--- config.mk ---
export PLATFORM = sky130hd
export DESIGN_NAME = i2c_master_bit_sequencer
export DESIGN_NICKNAME = d
export VERILOG_FILES = /design/src/sv/i2cm_pkg.sv /design/src/sv/i2c_master_bit_sequencer.sv /design/src/sv/i2cm_core.sv
export SDC_FILE = /design/constraint.sdc
export NUM_CORES = 1
export LEC_CHECK = 0
export BUFFER_PORTS_ARGS = -buffer_cell sky130_fd_sc_hd__buf_2
export CORE_MARGIN = 2
export CORE_UTILIZATION = 64
export CTS_BUF_LIST = sky130_fd_sc_hd__clkbuf_16
export DETAILED_ROUTE_END_ITERATION = 7
export GPL_ROUTABILITY_DRIVEN = 0
export PLACE_DENSITY = 0.85
export SYNTH_ARGS = -nofsm -noshare
export SYNTH_HDL_FRONTEND = slang
export SYNTH_SLANG_ARGS = --single-unit
--- constraint.sdc ---
create_clock -name clk -period 9.6 [get_ports clk]
set_input_delay 0.48 -clock clk [delete_from_list [all_inputs] [get_ports clk]]
set_output_delay 0.48 -clock clk [all_outputs]
set_load 0.005 [all_outputs]
--- src/sv/i2cm_pkg.sv ---
// ----------------------------------------------------------------------------
// i2cm_pkg
// Types, phase and command codes and the hold-time helper shared by the
// I2C master bit sequencer.
// ----------------------------------------------------------------------------
`default_nettype none

package i2cm_pkg;

  localparam int DATA_BITS = 8;
  localparam int HOLD_W    = 10;
  localparam int PHASE_W   = 4;
  localparam int CMD_W     = 3;
  localparam int BITCNT_W  = 4;

  // Command codes
  localparam logic [CMD_W-1:0] CMD_NONE     = 3'd0;
  localparam logic [CMD_W-1:0] CMD_START    = 3'd1;
  localparam logic [CMD_W-1:0] CMD_STOP     = 3'd2;
  localparam logic [CMD_W-1:0] CMD_WRITE    = 3'd3;
  localparam logic [CMD_W-1:0] CMD_WAIT_ACK = 3'd4;
  localparam logic [CMD_W-1:0] CMD_READ     = 3'd5;
  localparam logic [CMD_W-1:0] CMD_ACK      = 3'd6;
  localparam logic [CMD_W-1:0] CMD_NACK     = 3'd7;

  // Sequencer phases
  localparam logic [PHASE_W-1:0] PH_IDLE = 4'd0;
  localparam logic [PHASE_W-1:0] PH_S1   = 4'd1;
  localparam logic [PHASE_W-1:0] PH_S2   = 4'd2;
  localparam logic [PHASE_W-1:0] PH_P1   = 4'd3;
  localparam logic [PHASE_W-1:0] PH_P2   = 4'd4;
  localparam logic [PHASE_W-1:0] PH_A1   = 4'd5;
  localparam logic [PHASE_W-1:0] PH_A2   = 4'd6;
  localparam logic [PHASE_W-1:0] PH_POLL = 4'd7;
  localparam logic [PHASE_W-1:0] PH_W1   = 4'd8;
  localparam logic [PHASE_W-1:0] PH_W2   = 4'd9;
  localparam logic [PHASE_W-1:0] PH_W3   = 4'd10;
  localparam logic [PHASE_W-1:0] PH_R1   = 4'd11;
  localparam logic [PHASE_W-1:0] PH_R2   = 4'd12;
  localparam logic [PHASE_W-1:0] PH_K1   = 4'd13;
  localparam logic [PHASE_W-1:0] PH_K2   = 4'd14;

  // Configuration register indexes
  localparam logic REG_TICKS_PER_US   = 1'b0;
  localparam logic REG_ACK_POLL_LIMIT = 1'b1;

  localparam logic [7:0] TICKS_PER_US_RST   = 8'd1;
  localparam logic [7:0] ACK_POLL_LIMIT_RST = 8'd250;

  typedef struct packed {
    logic [7:0] ticks_per_us;
    logic [7:0] ack_poll_limit;
  } cfg_t;

  typedef struct packed {
    logic [CMD_W-1:0]     cmd;
    logic [DATA_BITS-1:0] tx_byte;
    logic                 send_ack;
    logic                 sda_sample;
  } item_t;

  typedef struct packed {
    logic                 scl_level;
    logic                 sda_level;
    logic                 sda_drive_enable;
    logic                 busy_res;
    logic                 done_res;
    logic [DATA_BITS-1:0] rx_byte;
    logic                 nack;
  } res_t;

  // Hold length in ticks: ticks_per_us scaled by 1, 2 or 4 (shift 0, 1, 2).
  function automatic logic [HOLD_W-1:0] hold_ticks(input logic [1:0] shift,
                                                   input logic [7:0] tpu);
    logic [HOLD_W-1:0] eff;
    eff = (tpu == 8'd0) ? HOLD_W'(1) : HOLD_W'(tpu);
    return eff << shift;
  endfunction

endpackage

`default_nettype wire

--- src/sv/i2c_master_bit_sequencer.sv ---
// ----------------------------------------------------------------------------
// i2c_master_bit_sequencer
// I2C master pin sequencer: one timebase tick in, one line-drive result out.
// ----------------------------------------------------------------------------
// Each input item is one timebase tick; the block takes one item per clock
// unless the output stalls, and returns exactly one result per item via an
// input register, then the step logic into the output register. Hold times
// are counted in items, not clocks: a segment lasts 1, 2 or 4 times
// ticks_per_us ticks. The input side keeps flowing while the output register
// holds an untaken result, and stalls only when both registers are full.
`default_nettype none

module i2c_master_bit_sequencer
  import i2cm_pkg::*;
(
  input  wire logic        clk,
  input  wire logic        rst,
  // configuration
  input  wire logic        cfg_we,
  input  wire logic        cfg_index,
  input  wire logic [7:0]  cfg_data,
  // input items
  input  wire logic        s_axis_tvalid,
  output logic             s_axis_tready,
  // [2:0] cmd, [10:3] tx_byte, [11] send_ack, [12] sda_sample, [15:13] zero
  input  wire logic [15:0] s_axis_tdata,
  // result items
  output logic             m_axis_tvalid,
  input  wire logic        m_axis_tready,
  // [0] scl_level, [1] sda_level, [2] sda_drive_enable, [3] busy_res,
  // [4] done_res, [12:5] rx_byte, [13] nack, [15:14] zero
  output logic [15:0]      m_axis_tdata
);

  cfg_t  cfg;
  logic  in_valid;
  item_t in_item;
  logic  advance;
  res_t  res;

  always_ff @(posedge clk) begin
    if (rst) begin
      cfg.ticks_per_us   <= TICKS_PER_US_RST;
      cfg.ack_poll_limit <= ACK_POLL_LIMIT_RST;
    end else if (cfg_we) begin
      case (cfg_index)
        REG_TICKS_PER_US:   cfg.ticks_per_us   <= cfg_data;
        REG_ACK_POLL_LIMIT: cfg.ack_poll_limit <= cfg_data;
        default: ;
      endcase
    end
  end

  assign advance       = in_valid && (!m_axis_tvalid || m_axis_tready);
  assign s_axis_tready = !in_valid || advance;

  always_ff @(posedge clk) begin
    if (rst) begin
      in_valid <= 1'b0;
    end else if (s_axis_tvalid && s_axis_tready) begin
      in_valid <= 1'b1;
    end else if (advance) begin
      in_valid <= 1'b0;
    end
  end

  always_ff @(posedge clk) begin
    if (s_axis_tvalid && s_axis_tready) begin
      in_item.cmd        <= s_axis_tdata[2:0];
      in_item.tx_byte    <= s_axis_tdata[10:3];
      in_item.send_ack   <= s_axis_tdata[11];
      in_item.sda_sample <= s_axis_tdata[12];
    end
  end

  i2cm_core u_core (
    .clk  (clk),
    .rst  (rst),
    .step (advance),
    .item (in_item),
    .cfg  (cfg),
    .res  (res)
  );

  always_ff @(posedge clk) begin
    if (rst) begin
      m_axis_tvalid <= 1'b0;
    end else if (advance) begin
      m_axis_tvalid <= 1'b1;
    end else if (m_axis_tready) begin
      m_axis_tvalid <= 1'b0;
    end
  end

  always_ff @(posedge clk) begin
    if (advance) begin
      m_axis_tdata <= {2'b00, res.nack, res.rx_byte, res.done_res, res.busy_res,
                       res.sda_drive_enable, res.sda_level, res.scl_level};
    end
  end

endmodule

`default_nettype wire

--- src/sv/i2cm_core.sv ---
// ----------------------------------------------------------------------------
// i2cm_core
// Sequencer state and the per-tick step: one item in, next line drive and
// status out, state advanced when step is high.
// ----------------------------------------------------------------------------
`default_nettype none

module i2cm_core
  import i2cm_pkg::*;
(
  input  wire logic  clk,
  input  wire logic  rst,
  input  wire logic  step,
  input  wire item_t item,
  input  wire cfg_t  cfg,
  output res_t       res
);

  localparam logic [BITCNT_W-1:0] BIT_LAST = BITCNT_W'(DATA_BITS);

  logic [PHASE_W-1:0]   phase,      phase_next;
  logic [BITCNT_W-1:0]  bit_count,  bit_count_next;
  logic [HOLD_W-1:0]    hold_count, hold_count_next;
  logic [7:0]           poll_count, poll_count_next;
  logic [DATA_BITS-1:0] shift_reg,  shift_reg_next;
  logic                 ack_choice, ack_choice_next;
  logic                 scl,        scl_next;
  logic                 sda,        sda_next;
  logic                 oe,         oe_next;
  logic [DATA_BITS-1:0] rx_last,    rx_last_next;
  logic                 nack_flag,  nack_flag_next;
  logic                 done;

  logic [HOLD_W-1:0]   h1, h2, h4, hold_dec;
  logic [BITCNT_W-1:0] bit_inc;

  assign h1       = hold_ticks(2'd0, cfg.ticks_per_us);
  assign h2       = hold_ticks(2'd1, cfg.ticks_per_us);
  assign h4       = hold_ticks(2'd2, cfg.ticks_per_us);
  assign hold_dec = (hold_count != '0) ? hold_count - HOLD_W'(1) : hold_count;
  assign bit_inc  = bit_count + BITCNT_W'(1);

  always_comb begin
    phase_next      = phase;
    bit_count_next  = bit_count;
    hold_count_next = hold_count;
    poll_count_next = poll_count;
    shift_reg_next  = shift_reg;
    ack_choice_next = ack_choice;
    scl_next        = scl;
    sda_next        = sda;
    oe_next         = oe;
    rx_last_next    = rx_last;
    nack_flag_next  = nack_flag;
    done            = 1'b0;

    case (phase)
      PH_IDLE: begin
        case (item.cmd)
          CMD_START: begin
            scl_next = 1'b1; sda_next = 1'b1; oe_next = 1'b1;
            hold_count_next = h4; phase_next = PH_S1;
          end
          CMD_STOP: begin
            scl_next = 1'b0; sda_next = 1'b0; oe_next = 1'b1;
            hold_count_next = h4; phase_next = PH_P1;
          end
          CMD_WRITE: begin
            bit_count_next = '0;
            scl_next = 1'b0; sda_next = item.tx_byte[DATA_BITS-1]; oe_next = 1'b1;
            shift_reg_next = {item.tx_byte[DATA_BITS-2:0], 1'b0};
            hold_count_next = h2; phase_next = PH_W1;
          end
          CMD_WAIT_ACK: begin
            nack_flag_next = 1'b0;
            sda_next = 1'b1; oe_next = 1'b0;
            hold_count_next = h1; phase_next = PH_A1;
          end
          CMD_READ: begin
            ack_choice_next = item.send_ack;
            bit_count_next = '0; shift_reg_next = '0;
            scl_next = 1'b0; oe_next = 1'b0;
            hold_count_next = h2; phase_next = PH_R1;
          end
          CMD_ACK: begin
            scl_next = 1'b0; sda_next = 1'b0; oe_next = 1'b1;
            hold_count_next = h2; phase_next = PH_K1;
          end
          CMD_NACK: begin
            scl_next = 1'b0; sda_next = 1'b1; oe_next = 1'b1;
            hold_count_next = h2; phase_next = PH_K1;
          end
          default: ;
        endcase
      end

      PH_POLL: begin
        if (!item.sda_sample) begin
          scl_next = 1'b0; phase_next = PH_IDLE; done = 1'b1;
        end else if (poll_count >= cfg.ack_poll_limit) begin
          // timed out: flag it and run a stop
          nack_flag_next = 1'b1;
          scl_next = 1'b0; sda_next = 1'b0; oe_next = 1'b1;
          hold_count_next = h4; phase_next = PH_P1;
        end else begin
          poll_count_next = poll_count + 8'd1;
        end
      end

      default: begin
        hold_count_next = hold_dec;
        if (hold_dec == '0) begin
          case (phase)
            PH_S1: begin
              scl_next = 1'b1; sda_next = 1'b0; oe_next = 1'b1;
              hold_count_next = h4; phase_next = PH_S2;
            end
            PH_S2: begin
              scl_next = 1'b0; phase_next = PH_IDLE; done = 1'b1;
            end
            PH_P1: begin
              scl_next = 1'b1; sda_next = 1'b1; oe_next = 1'b1;
              hold_count_next = h4; phase_next = PH_P2;
            end
            PH_P2: begin
              phase_next = PH_IDLE; done = 1'b1;
            end
            PH_A1: begin
              scl_next = 1'b1; oe_next = 1'b0;
              hold_count_next = h1; phase_next = PH_A2;
            end
            PH_A2: begin
              phase_next = PH_POLL; poll_count_next = '0;
            end
            PH_W1: begin
              scl_next = 1'b1; oe_next = 1'b1;
              hold_count_next = h2; phase_next = PH_W2;
            end
            PH_W2: begin
              scl_next = 1'b0; oe_next = 1'b1;
              hold_count_next = h2; phase_next = PH_W3;
            end
            PH_W3: begin
              bit_count_next = bit_inc;
              if (bit_inc >= BIT_LAST) begin
                phase_next = PH_IDLE; done = 1'b1;
              end else begin
                scl_next = 1'b0; sda_next = shift_reg[DATA_BITS-1]; oe_next = 1'b1;
                shift_reg_next = {shift_reg[DATA_BITS-2:0], 1'b0};
                hold_count_next = h2; phase_next = PH_W1;
              end
            end
            PH_R1: begin
              shift_reg_next = {shift_reg[DATA_BITS-2:0], item.sda_sample};
              scl_next = 1'b1; oe_next = 1'b0;
              hold_count_next = h1; phase_next = PH_R2;
            end
            PH_R2: begin
              bit_count_next = bit_inc;
              if (bit_inc >= BIT_LAST) begin
                rx_last_next = shift_reg;
                scl_next = 1'b0; sda_next = !ack_choice; oe_next = 1'b1;
                hold_count_next = h2; phase_next = PH_K1;
              end else begin
                scl_next = 1'b0; oe_next = 1'b0;
                hold_count_next = h2; phase_next = PH_R1;
              end
            end
            PH_K1: begin
              scl_next = 1'b1; oe_next = 1'b1;
              hold_count_next = h2; phase_next = PH_K2;
            end
            PH_K2: begin
              scl_next = 1'b0; phase_next = PH_IDLE; done = 1'b1;
            end
            default: phase_next = PH_IDLE;
          endcase
        end
      end
    endcase
  end

  always_ff @(posedge clk) begin
    if (rst) begin
      phase      <= PH_IDLE;
      bit_count  <= '0;
      hold_count <= '0;
      poll_count <= '0;
      shift_reg  <= '0;
      ack_choice <= 1'b0;
      scl        <= 1'b1;
      sda        <= 1'b1;
      oe         <= 1'b1;
      rx_last    <= '0;
      nack_flag  <= 1'b0;
    end else if (step) begin
      phase      <= phase_next;
      bit_count  <= bit_count_next;
      hold_count <= hold_count_next;
      poll_count <= poll_count_next;
      shift_reg  <= shift_reg_next;
      ack_choice <= ack_choice_next;
      scl        <= scl_next;
      sda        <= sda_next;
      oe         <= oe_next;
      rx_last    <= rx_last_next;
      nack_flag  <= nack_flag_next;
    end
  end

  always_comb begin
    res.scl_level        = scl_next;
    res.sda_level        = sda_next;
    res.sda_drive_enable = oe_next;
    res.busy_res         = (phase_next != PH_IDLE);
    res.done_res         = done;
    res.rx_byte          = rx_last_next;
    res.nack             = nack_flag_next;
  end

endmodule

`default_nettype wire

==> reports/qor.yml <==
pwr:
  ir_worst_vdd_uv: 119
  p_leak_nw: 2.26
  powerDensity_mw_per_mm2: 175
cells_and_area:
  largest_reg_flops: 16
  reg.largest.list: "cfg (16), m_axis_tdata (14), in_item (13)"
  largest_register: "cfg"
  fin_util_pct: 70.6
  fin_area_mm2: 0.00571
  fin_nets: 671
  diodes: 0
  final_cell_mix: "69 x nand2_1, 65 x dfxtp_1, 49 x a21oi_1, 47 x nor2_1, 42 x buf_2"
  final_common_cell: "nand2_1"
  area_growth_pct: 8.89
  drive_gt1_share_pct: 13.1
sta:
  final.setup.tns_ps: 0
  tightestPinTransition_ps: 1160
  slew-limit-headroom_pct: 22.8
  clock.fmax_ghz: 0.241
  hold_viol_final: 0
  period_needed_ps: 4150
  clock-skew-final_ps: 10.5
  post-route-period-util_pct: 43.3
  rsz0062_at_grt: "no"
  setup_viol: 0
  fin_ws_ps: 5450
  slew_viol_final: 0
synth:
  synth_cell_types: 70
  synth_top_family_by_area: "simple AND/OR/NAND/NOR gates"
  synth_edf_count: 27
  synth-adder-area-share_pct: 2.86
  synth_area_mm2: 0.00525
  synth-xor-area-share_pct: 0.835
  syn-instance-count: 621
  synthSimpleGateAreaFrac_pct: 23.7
  ys_ff_latch: 92
  yosysSeqAreaShare_pct: 40.2
  synth-warning-count: 0
  synth.area.mux_share_pct: 3.31
  synth_ff_type: "dfxtp_1"
  synth-compound-area-share_pct: 23.6
  synth.avg_cell_area_um2: 8.45
  synth-async-reset-ratio_pct: 0
floorplan:
  die_area_mm2: 0.00894
  die_w_um: 94.6
  pin_count: 48
  start_util_pct: 64.8
  core_area_mm2: 0.00809
  num_rows: 33
  die_height_um: 94.6
place:
  dp_slack_ps: 5500
  hpwl_mm: 8.41
  placed_area_mm2: 0.00541
  port_buffers: 42
clocking:
  cts_root_buf: "clkbuf_16"
  clock_path_buffers: 2
  path_clk_slew_ps: 80
  cts_setup_buffers: 0
  postCtsHoldBufs: 0
  cts_resized: 0
  clock_latency_ps: 350
  clock-sinks: 92
  cts_max_level: 3
  cts_tree: "done"
  cts_buffers: 9
outcome:
  run_status: "finished, final reports clean"
detailed_routing:
  firstDrtPassIters: 8
  drtIter0Drc: 602
  drc: 0
  final_antenna_net_count: 0
  vias: 4835
  drt-wirelength-per-cell_um: 17.2
  vias_per_cell: 6.54
  routed_wl_mm: 12.7
setup_path:
  criticalPathCategory: "register to register"
  crit_required_ps: 9840
  crit_arrival_ps: 4390
  cpPeakStageDelay_ps: 780
  critPathLaunchType: "register"
  cp_slowest_cell: "or4_1"
  crit_fanout: 18
  path_cells: "or4_4 > nor3b_1 > mux2_2 > or3_1 > or2_1 > or4_1 > mux2_4 > o211a_1"
  crit_path_end_kind: "register"
job:
  max_cap_violations: 0
global_routing:
  antenna_found_initial: 0
  track_usage_pct: 29.4
  grt_pass1_wl_mm: 20.8
  grt-ovfl-total: 0
  grt_pass1_vias: 4235
  grt_max_degree: 41
min_path:
  hold_path.class: "input port to register"
-- metal layers --
layer | wire length [µm] | GRT usage [%] | vias to the layer above
li1 | - | - | 2305
met1 | 5400 | 40.4 | 2228
met2 | 5980 | 46.3 | 263
met3 | 1010 | 5.03 | 39
met4 | 334 | 12.3 | 0
met5 | 0 | 0 | -
-- synthesized netlist by cell type (12+ instances only) --
| cell | number | area share (%) |
|---|---|---|
| nand3_1 | 33 | 3.1 |
| o21ai_0 | 36 | 3.4 |
| nor2_1 | 47 | 3.4 |
| a21oi_1 | 49 | 4.7 |
| a211oi_1 | 12 | 1.7 |
| nand2_1 | 69 | 4.9 |
| dfxtp_1 | 65 | 25 |
| nor3_1 | 21 | 2.0 |
| ha_1 | 12 | 2.9 |
| inv_1 | 18 | 1.3 |
| edfxtp_1 | 27 | 15 |
| nor2b_1 | 15 | 1.8 |
| nand2b_1 | 16 | 1.9 |
| clkbuf_1 | 34 | 2.4 |
-- where the power goes --
part	switching [mW]	total, mW	internal [mW]
Sequential	0.0264	0.450	0.423
Combinational	0.122	0.198	0.0761
Clock	0.167	0.352	0.185
Total	0.316	1.00	0.685
-- cells by family (layout without fill, tap and decap cells) --
logic type      Yosys count  in the layout
compound gates          185            185
xor+xnor                  5              5
fa+ha+maj                12             12
buf+inv                  67             79
flops                    92             92
mux                      13             13
other cells               1              2
simple gates            246            246
-- final cells by class --
type / count / area [µm²]
Clock inverter: 7 / 81.3
Fill cell: 656 / 2380
Tap cell: 105 / 131
Clock buffer: 9 / 225
Sequential cell: 92 / 2110
Multi-Input combinational cell: 463 / 2860
Timing Repair Buffer: 45 / 233
Inverter: 18 / 67.6
-- critical path, delay by kind of cell, from the launching register on --
kind	cells	cell delay, ps
AOI/OAI and AO/OA	1	220
DFF	1	410
muxes	2	790
and+or+nand+nor	5	2610
-- metrics by stage --
step	power (mW)	instances	hold WS (ps)
3_3_place_gp	0.641	723	443
4_1_cts	0.997	739	299
5_1_grt	1.04	739	296
3_5_place_dp	0.648	723	450
6_report	1.00	739	302
2_1_floorplan	0.601	622	436
-- path summary, 6_finish.rpt --
kind / from / to / slack (ps) / cells past startpoint
setup / recovery: u_core.hold_count[4]$_SDFFE_PP0P_ / u_core.rx_last[4]$_SDFFE_PP0P_ / 5450 / 8
hold reg to reg: cfg[2]$_SDFFE_PP0P_ / cfg[2]$_SDFFE_PP0P_ / 460 / 2
hold / removal: s_axis_tdata[9] / in_item[8]$_DFFE_PP_ / 300 / 1
setup reg to reg: u_core.hold_count[4]$_SDFFE_PP0P_ / u_core.rx_last[4]$_SDFFE_PP0P_ / 5450 / 8
No activity file was read; power rests on OpenSTA's default activity.
